<file path="src/hdl/u8d_pkg.sv">
// Shared types and constants for the UTF-8 sequence decoder.
// No dependencies; used by u8d_lane, u8d_merge and utf8_sequence_decoder.
package u8d_pkg;

  localparam int unsigned BYTE_W  = 8;
  localparam int unsigned GROUP_W = 6;
  localparam int unsigned CP_W    = 21;
  localparam int unsigned POS_W   = 3;
  localparam int unsigned NUM_CONT = 3;

  localparam logic [BYTE_W-1:0] CONT_MASK  = 8'hC0;
  localparam logic [BYTE_W-1:0] CONT_TAG   = 8'h80;
  localparam logic [BYTE_W-1:0] LEAD2_MASK = 8'hE0;
  localparam logic [BYTE_W-1:0] LEAD2_TAG  = 8'hC0;
  localparam logic [BYTE_W-1:0] LEAD3_MASK = 8'hF0;
  localparam logic [BYTE_W-1:0] LEAD3_TAG  = 8'hE0;
  localparam logic [BYTE_W-1:0] LEAD4_MASK = 8'hF8;
  localparam logic [BYTE_W-1:0] LEAD4_TAG  = 8'hF0;

  localparam logic [CP_W-1:0] MAX_CP_RESET = 21'h10FFFF;

  localparam logic [POS_W-1:0] FAULT_NONE = 3'd0;
  localparam logic [POS_W-1:0] FAULT_POS1 = 3'd1;
  localparam logic [POS_W-1:0] FAULT_POS2 = 3'd2;
  localparam logic [POS_W-1:0] FAULT_POS3 = 3'd3;
  localparam logic [POS_W-1:0] FAULT_POS4 = 3'd4;

  localparam logic [POS_W-1:0] WIDTH_ERR = 3'd0;
  localparam logic [POS_W-1:0] WIDTH_1   = 3'd1;
  localparam logic [POS_W-1:0] WIDTH_2   = 3'd2;
  localparam logic [POS_W-1:0] WIDTH_3   = 3'd3;
  localparam logic [POS_W-1:0] WIDTH_4   = 3'd4;

  // What one lane reports about a continuation byte
  typedef struct packed {
    logic               zero;
    logic               cont;
    logic [GROUP_W-1:0] bits;
  } lane_info_t;

  typedef struct packed {
    logic [POS_W-1:0] seq_width;
    logic [POS_W-1:0] fault_position;
    logic [CP_W-1:0]  code_point;
  } decode_t;

endpackage

</file>
<file path="src/hdl/u8d_lane.sv">
// Per-byte lane: checks one continuation byte and extracts its 6-bit group.
// Depends on u8d_pkg.
module u8d_lane (
  input  logic [u8d_pkg::BYTE_W-1:0] byte_i,
  output u8d_pkg::lane_info_t        info_o
);

  always_comb begin
    info_o.zero = (byte_i == '0);
    info_o.cont = ((byte_i & u8d_pkg::CONT_MASK) == u8d_pkg::CONT_TAG);
    info_o.bits = byte_i[u8d_pkg::GROUP_W-1:0];
  end

endmodule

</file>
<file path="src/hdl/u8d_merge.sv">
// Merge stage: classifies the lead byte, combines lane flags into a fault
// position and assembles the code point. Depends on u8d_pkg.
module u8d_merge (
  input  logic [u8d_pkg::BYTE_W-1:0] lead_i,
  input  u8d_pkg::lane_info_t        lane_i [u8d_pkg::NUM_CONT],
  input  logic [u8d_pkg::CP_W-1:0]   max_cp_i,
  output u8d_pkg::decode_t           res_o
);

  logic                      lead2, lead3, lead4;
  logic [u8d_pkg::CP_W-1:0]  cp4, cp3, cp2, cp1;
  logic [u8d_pkg::POS_W-1:0] fault;
  logic [u8d_pkg::POS_W-1:0] width;
  logic [u8d_pkg::CP_W-1:0]  cp;

  assign lead4 = ((lead_i & u8d_pkg::LEAD4_MASK) == u8d_pkg::LEAD4_TAG);
  assign lead3 = ((lead_i & u8d_pkg::LEAD3_MASK) == u8d_pkg::LEAD3_TAG);
  assign lead2 = ((lead_i & u8d_pkg::LEAD2_MASK) == u8d_pkg::LEAD2_TAG);

  assign cp4 = {lead_i[2:0], lane_i[0].bits, lane_i[1].bits, lane_i[2].bits};
  assign cp3 = {5'd0, lead_i[3:0], lane_i[0].bits, lane_i[1].bits};
  assign cp2 = {10'd0, lead_i[4:0], lane_i[0].bits};
  assign cp1 = {13'd0, lead_i};

  always_comb begin
    fault = u8d_pkg::FAULT_NONE;
    width = u8d_pkg::WIDTH_ERR;
    cp    = '0;
    priority if (lead4) begin
      priority if (lane_i[0].zero) fault = u8d_pkg::FAULT_POS1;
      else if (lane_i[1].zero || !lane_i[0].cont) fault = u8d_pkg::FAULT_POS2;
      else if (lane_i[2].zero || !lane_i[1].cont) fault = u8d_pkg::FAULT_POS3;
      else if (!lane_i[2].cont || (cp4 > max_cp_i)) fault = u8d_pkg::FAULT_POS4;
      else begin
        width = u8d_pkg::WIDTH_4;
        cp    = cp4;
      end
    end else if (lead3) begin
      priority if (lane_i[0].zero) fault = u8d_pkg::FAULT_POS1;
      else if (lane_i[1].zero || !lane_i[0].cont) fault = u8d_pkg::FAULT_POS2;
      else if (!lane_i[1].cont) fault = u8d_pkg::FAULT_POS3;
      else begin
        width = u8d_pkg::WIDTH_3;
        cp    = cp3;
      end
    end else if (lead2) begin
      priority if (lane_i[0].zero) fault = u8d_pkg::FAULT_POS1;
      else if (!lane_i[0].cont) fault = u8d_pkg::FAULT_POS2;
      else begin
        width = u8d_pkg::WIDTH_2;
        cp    = cp2;
      end
    end else if (lead_i[u8d_pkg::BYTE_W-1]) begin
      // stray continuation byte or 11111xxx lead
      fault = u8d_pkg::FAULT_POS1;
    end else begin
      width = u8d_pkg::WIDTH_1;
      cp    = cp1;
    end
  end

  assign res_o.seq_width      = width;
  assign res_o.fault_position = fault;
  assign res_o.code_point     = cp;

endmodule

</file>
<file path="src/hdl/utf8_sequence_decoder.sv">
// UTF-8 sequence decoder: two-stage pipeline, lanes then merge.
// Each window is registered first with its lane results, then as the merged result.
// Throughput: one window per cycle; each stage holds one transaction and
// advances when the stage after it is empty or being drained.
// Reset (rst_n, synchronous, active low) empties both stages and sets the
// maximum code point to 0x10FFFF. Depends on u8d_pkg, u8d_lane, u8d_merge.
module utf8_sequence_decoder (
  input  logic        clk,
  input  logic        rst_n,
  input  logic        in_valid,
  output logic        in_ready,
  input  logic [7:0]  in_lead_byte,
  input  logic [7:0]  in_second_byte,
  input  logic [7:0]  in_third_byte,
  input  logic [7:0]  in_fourth_byte,
  output logic        out_valid,
  input  logic        out_ready,
  output logic [2:0]  out_seq_width,
  output logic [2:0]  out_fault_position,
  output logic [20:0] out_code_point,
  input  logic        cfg_valid,
  output logic        cfg_ready,
  input  logic [20:0] cfg_max_code_point
);

  logic [u8d_pkg::CP_W-1:0]   max_cp_r;
  logic [u8d_pkg::BYTE_W-1:0] cont_byte [u8d_pkg::NUM_CONT];
  u8d_pkg::lane_info_t        lane_nxt  [u8d_pkg::NUM_CONT];
  u8d_pkg::lane_info_t        lane_r    [u8d_pkg::NUM_CONT];
  logic [u8d_pkg::BYTE_W-1:0] lead_r;
  logic                       s1_valid_r;
  logic                       s1_ready;
  logic                       s2_ready;
  u8d_pkg::decode_t           res_nxt;
  u8d_pkg::decode_t           res_r;
  logic                       out_valid_r;

  assign cfg_ready = 1'b1;

  always_ff @(posedge clk) begin
    if (!rst_n) begin
      max_cp_r <= u8d_pkg::MAX_CP_RESET;
    end else if (cfg_valid) begin
      max_cp_r <= cfg_max_code_point;
    end
  end

  assign cont_byte[0] = in_second_byte;
  assign cont_byte[1] = in_third_byte;
  assign cont_byte[2] = in_fourth_byte;

  for (genvar i = 0; i < u8d_pkg::NUM_CONT; i++) begin : g_lane
    u8d_lane u_lane (
      .byte_i (cont_byte[i]),
      .info_o (lane_nxt[i])
    );
  end

  assign s2_ready = !out_valid_r || out_ready;
  assign s1_ready = !s1_valid_r || s2_ready;
  assign in_ready = s1_ready;

  // stage 1: lane results
  always_ff @(posedge clk) begin
    if (!rst_n) begin
      s1_valid_r <= 1'b0;
    end else if (s1_ready) begin
      s1_valid_r <= in_valid;
    end
  end

  always_ff @(posedge clk) begin
    if (s1_ready && in_valid) begin
      lead_r <= in_lead_byte;
      for (int i = 0; i < u8d_pkg::NUM_CONT; i++) begin
        lane_r[i] <= lane_nxt[i];
      end
    end
  end

  u8d_merge u_merge (
    .lead_i   (lead_r),
    .lane_i   (lane_r),
    .max_cp_i (max_cp_r),
    .res_o    (res_nxt)
  );

  // stage 2: output register
  always_ff @(posedge clk) begin
    if (!rst_n) begin
      out_valid_r <= 1'b0;
    end else if (s2_ready) begin
      out_valid_r <= s1_valid_r;
    end
  end

  always_ff @(posedge clk) begin
    if (s2_ready && s1_valid_r) begin
      res_r <= res_nxt;
    end
  end

  assign out_valid          = out_valid_r;
  assign out_seq_width      = res_r.seq_width;
  assign out_fault_position = res_r.fault_position;
  assign out_code_point     = res_r.code_point;

endmodule

</file>
<file path="config.mk">
export PLATFORM = sky130hd
export DESIGN_NAME = utf8_sequence_decoder
export DESIGN_NICKNAME = d
export VERILOG_FILES = /design/src/hdl/u8d_pkg.sv /design/src/hdl/u8d_lane.sv /design/src/hdl/u8d_merge.sv /design/src/hdl/utf8_sequence_decoder.sv
export SDC_FILE = /design/constraint.sdc
export NUM_CORES = 1
export LEC_CHECK = 0
export BUFFER_PORTS_ARGS = -buffer_cell sky130_fd_sc_hd__buf_2
export CAP_MARGIN = 15
export CORE_MARGIN = 8
export CORE_UTILIZATION = 35
export CTS_BUF_LIST = sky130_fd_sc_hd__clkbuf_8 sky130_fd_sc_hd__clkbuf_16
export CTS_CLUSTER_DIAMETER = 40
export DETAILED_ROUTE_END_ITERATION = 12
export PLACE_DENSITY_LB_ADDON = 0.3
export SYNTH_ARGS = -nofsm -noshare
export SYNTH_HDL_FRONTEND = slang
export SYNTH_SLANG_ARGS = --single-unit
</file>
<file path="constraint.sdc">
create_clock -name clk -period 2.6 [get_ports clk]
set_input_delay 0.26 -clock clk [delete_from_list [all_inputs] [get_ports clk]]
set_output_delay 0.26 -clock clk [all_outputs]
set_load 0.01 [all_outputs]
</file>
; ---- Word level (Yosys, flattened, before mapping)
; Cells that the tools add are included.
[totals]
inputBits = 58
register_bits = 82
[op_classes]
n_eq_ne = 6
reduce_logical = 15
n_mux = 39
n_lt_le_gt_ge = 1
[op_table]
columns = operator, count
row1 = 21-bit two-way mux, 10
row2 = 3-bit two-way mux, 20
row3 = 8-bit logical NOT, 3
row4 = 21-bit > comparator, 1
row5 = 16-bit two-way mux, 1
row6 = 11-bit two-way mux, 1
row7 = 2-bit two-way mux, 4
row8 = 7-bit two-way mux, 1
row9 = "2-bit equality test, second input constant", 3
row10 = "5-bit equality test, second input constant", 1
row11 = 1-bit logical NOT, 5
row12 = 1-bit logical OR, 5
row13 = "4-bit equality test, second input constant", 1
row14 = "3-bit equality test, second input constant", 1
row15 = 1-bit logical AND, 2
row16 = 1-bit two-way mux, 2

; ---- Depth between registers and ports, before layout
[depth]
depth_word = 7
mapped_depth = 8
ltp_nobuf = 7

; ---- By module
; A second synthesis with hierarchy kept.
[unflattened]
cells_unflattened = 337
area_unflattened_um2 = 3986.3
[modules_own_cells]
columns = module, seq_area_each_um2, area_per_inst_um2, n_inst, cells_each
row1 = utf8_sequence_decoder, 2232.1, 2637.5, 1, 138
row2 = u8d_merge, 0.0, 1138.6, 1, 169
row3 = u8d_lane, 0.0, 70.1, 3, 10

; ---- Least setup slack after synthesis
; No wires, ideal clock.
[synth_timing]
kind = reg2reg
start = reg lead_r[1] in the netlist's numbering
end = reg res_r (netlist bit out_code_point[13]), data pin
stages_incl_launch_ff = 8
period_less_slack_ns = 2.149
setup_slack_ns = 0.451
arrival_time_ns = 1.887
path_buffers = 1
setup_time_ns = 0.262
path_cell_list = edfxtp_1 -> ha_1 -> nand4_1 -> nor4_1 -> o21ai_0 -> a31oi_1 -> buf_2 -> o21ai_0
[synth_lines]
columns = item, line
row1 = "start, declared", utf8_sequence_decoder.sv:30  ; logic [u8d_pkg::BYTE_W-1:0] lead_r;
row2 = "start signal, assigned", utf8_sequence_decoder.sv:74  ; lead_r <= in_lead_byte;
row3 = "end signal, assigned", utf8_sequence_decoder.sv:99  ; res_r <= res_nxt;
row4 = "end, declared", utf8_sequence_decoder.sv:35  ; u8d_pkg::decode_t res_r;

==> impl_metrics.json <==
{
  "path_cells": "ha_1 > nand4_1 > nor4_2 > o21ai_0 > a31oi_1 > buf_6 > o21ai_0",
  "synth_top_family_by_area": "simple AND/OR/NAND/NOR gates",
  "wl_um": 9160,
  "netlist.area_leader.share_pct": 47.9,
  "async_flop_share_pct": 0,
  "drt_iter0_drc": 153,
  "worst_clock_skew_ps": 9.09,
  "ys_seq_elements": 82,
  "cts_resized": 0,
  "critical_path.n_buffers_inverters": 1,
  "ys_warn_count": 0,
  "vias": 2735,
  "timing_hold_violations_final": 0,
  "class_of_the_tightest_hold_or_removal_check": "input pin to register",
  "initial_core_util_pct": 36.0,
  "maximum_number_of_pins_on_one_net_before_global_route_repair": 38,
  "comb_power_share_pct": 10.5,
  "drt-vias-per-instance": 5.02,
  "critical_path_required_ps": 2690,
  "worst_setup_hold_path_clk_slew_ps": 90,
  "static-leakage-power_nw": 1.82,
  "grt_pass1_vias": 2821,
  "grt_setup_unrepaired": "no",
  "count_of_flip_flops_with_a_built_in_enable_after_synthesis": 59,
  "antenna_cells_inserted": 0,
  "io_pins": 88,
  "clk_root_buffer_cell": "sky130_fd_sc_hd__clkbuf_8",
  "post_cts_setup_bufs": 0,
  "filler_cell_count": 1015,
  "power_mw": 2.75,
  "synth_xor_xnor_area_share_pct": 0,
  "vdd_drop_max_v": 0.000275,
  "yosys.area_share.simple_pct": 14.4,
  "synth_top_cells_by_area": "sky130_fd_sc_hd__edfxtp_1 (48%), sky130_fd_sc_hd__dfxtp_1 (12%), sky130_fd_sc_hd__ha_1 (7.1%), sky130_fd_sc_hd__nand2_1 (3.2%), sky130_fd_sc_hd__o211ai_1 (3.2%)",
  "power_report.internal_total_mw": 2.05,
  "switching_portion_of_total_power_pct": 25.4,
  "clk_latency_ps": 360,
  "die-height_um": 119,
  "post_synth_mux_area_share_pct": 1.35,
  "worst_path_most_repeated_cell": "sky130_fd_sc_hd__o21ai_0",
  "grt_antenna_before_repair": 0,
  "switchingPower_mw": 0.699,
  "clock_power_share_pct": 33.8,
  "overflow": 0,
  "maxCapViolCount": 0,
  "worst_ep_arrival_time_ps": 2520,
  "finalNetCount": 483,
  "synthAdderAreaFrac_pct": 7.11,
  "gr-usage-all-layers_pct": 12.9,
  "place.port_buffers": 86,
  "most_common_cell_in_the_netlist": "sky130_fd_sc_hd__edfxtp_1",
  "timing.setup.critical_path_class": "register to register",
  "worstSetupStartpointType": "register",
  "tightest_slew_margin_relative_to_the_limit_pct": 57.8,
  "seq_power_share_pct": 55.7,
  "hold_path_startpoint": "in_lead_byte[4]",
  "post_route_cells_drive_above_1_share_pct": 28.1,
  "finalWorstPathRequiredPeriod_ps": 2430,
  "core_area_um2": 10300,
  "crit_path_end_kind": "register",
  "seq_area_frac_synth_pct": 60.4,
  "cpMaxStageDelayCell": "sky130_fd_sc_hd__edfxtp_1",
  "dr.pass1.iters": 5,
  "cts.hold.buffers_added": 0,
  "area_growth_from_synthesis_to_final_layout_pct": 21.4,
  "cts_inserted_buffers": 9,
  "drt_drc_violations_left": 0,
  "startpoint": "lead_r[1]$_DFFE_PP_",
  "rows": 37,
  "synthDominantAreaCellType": "sky130_fd_sc_hd__edfxtp_1",
  "drv_slew": 0,
  "finalSetupViolations": 0,
  "place_congestion": 0.818,
  "drt.antenna.violating_nets": 0,
  "synth_area_per_cell_um2": 11.7,
  "timing.critical_path.max_delay_family": "simple AND/OR/NAND/NOR gates",
  "synthTopCellsByCount": "sky130_fd_sc_hd__edfxtp_1 (59), sky130_fd_sc_hd__nand2_1 (32), sky130_fd_sc_hd__inv_1 (25)",
  "synthesis.nets": 394,
  "cts_num_sinks": 82,
  "max_freq_mhz": 412,
  "detailed_place_hpwl_um": 7020,
  "synth-compound-area-share_pct": 12.3,
  "grt_first_pass_wirelength_um": 14300,
  "setup-tns-final_ps": 0,
  "tritoncts": "built",
  "power_density_nw_per_um2": 613,
  "synth_ff_type": "sky130_fd_sc_hd__edfxtp_1",
  "floorplan.die_area_um2": 14100,
  "finalWorstSetupSlack_ps": 173,
  "max-clock-path-buffers": 2,
  "tightest_slew_ps": 634,
  "synth_cell_type_count": 42,
  "detail_route.wl_per_cell_um": 16.8,
  "h-tree-depth": 3,
  "outcome": "complete, no violations",
  "syn-instance-count": 315,
  "worstReg2RegStart": "lead_r[1]$_DFFE_PP_",
  "die-width_um": 119,
  "final_min_period_over_clock_period_pct": 93.4,
  "slowest_delay_ps": 470,
  "preCtsSetupSlack_ps": 167,
  "path_max_fanout": 23,
  "syn_area_um2": 3700
}
## cell families after synthesis
family          Yosys count
compound gates           69
fa+ha+maj                21
buf+inv                  39
flops                    82
mux                       5
other cells               1
simple gates             98
## layout by cell type, fill, tap and decap left out, types with 9 or more instances in the layout
cell | synthesis | layout
sky130_fd_sc_hd__buf_2 | 3 | 86
sky130_fd_sc_hd__edfxtp_1 | 59 | 59
sky130_fd_sc_hd__nand2_1 | 32 | 32
sky130_fd_sc_hd__inv_1 | 25 | 25
sky130_fd_sc_hd__dfxtp_1 | 23 | 23
sky130_fd_sc_hd__ha_1 | 21 | 21
sky130_fd_sc_hd__o21ai_0 | 20 | 20
sky130_fd_sc_hd__nand3_1 | 18 | 18
sky130_fd_sc_hd__o211ai_1 | 16 | 16
sky130_fd_sc_hd__a21oi_1 | 12 | 12
sky130_fd_sc_hd__nor2b_1 | 11 | 10
sky130_fd_sc_hd__nor2_1 | 9 | 9
sky130_fd_sc_hd__clkbuf_8 | 0 | 9
## power by group through the flow
stage	Sequential, mW	Combinational, mW	Clock [mW]
global placement	1.56	0.276	0
CTS	1.53	0.290	0.952
finish	1.53	0.288	0.930
global route	1.54	0.327	1.00
detailed placement	1.56	0.289	0
floorplan	1.55	0.161	0
## layout make-up
class,instances,area [um^2],area share [%]
sequential,82,2230,49.7
clock buffer,9,124,2.76
multi-input combinational,194,1310,29.2
inverter,25,93.8,2.09
timing repair buffer,92,479,10.7
tap,136,170,3.79
clock inverter,7,76.3,1.70
## sequential cells by signal (all words and copies together), names as in the netlist
name,count
out_valid,1
out_code_point,21
lead_r,8
out_fault_position,3
s1_valid_r,1
lane_r,24
out_seq_width,3
max_cp_r,21
## layer usage
layer	GRT usage, %	vias to the layer above	part of all wire [%]
li1	-	1349	-
met2	21.4	102	49
met1	15.3	1271	42
met3	3.76	13	7.4
met5	0	-	0
met4	5.61	0	1.7
## per-stage QoR
step	area, um^2	util (%)	hold WS (ps)	std cells
6_report	4490	43.7	69.9	545
5_1_grt	4490	43.7	53.1	545
4_1_cts	4480	43.6	54.3	545
3_5_place_dp	4280	41.6	440	529
3_3_place_gp	4280	41.6	437	529
2_1_floorplan	3700	-	359	315
## worst reg2reg max path: cells and delay by family, from the launching register on
kind            cells  cell delay [ps]
buf+inv             1              230
flops               1              470
fa+ha+maj           1              360
compound gates      3              530
simple gates        2              580
## worst paths after layout
kind                                       to  slack [ps]  depth (start not counted)
setup reg to reg  out_code_point[7]$_DFFE_PP_         170                          7
hold / removal            lead_r[4]$_DFFE_PP_          70                          1
setup / recovery  out_code_point[7]$_DFFE_PP_         170                          7
hold reg to reg     max_cp_r[20]$_SDFFE_PN1P_         500                          2
Note: power is estimated with default switching activity, not from simulation.
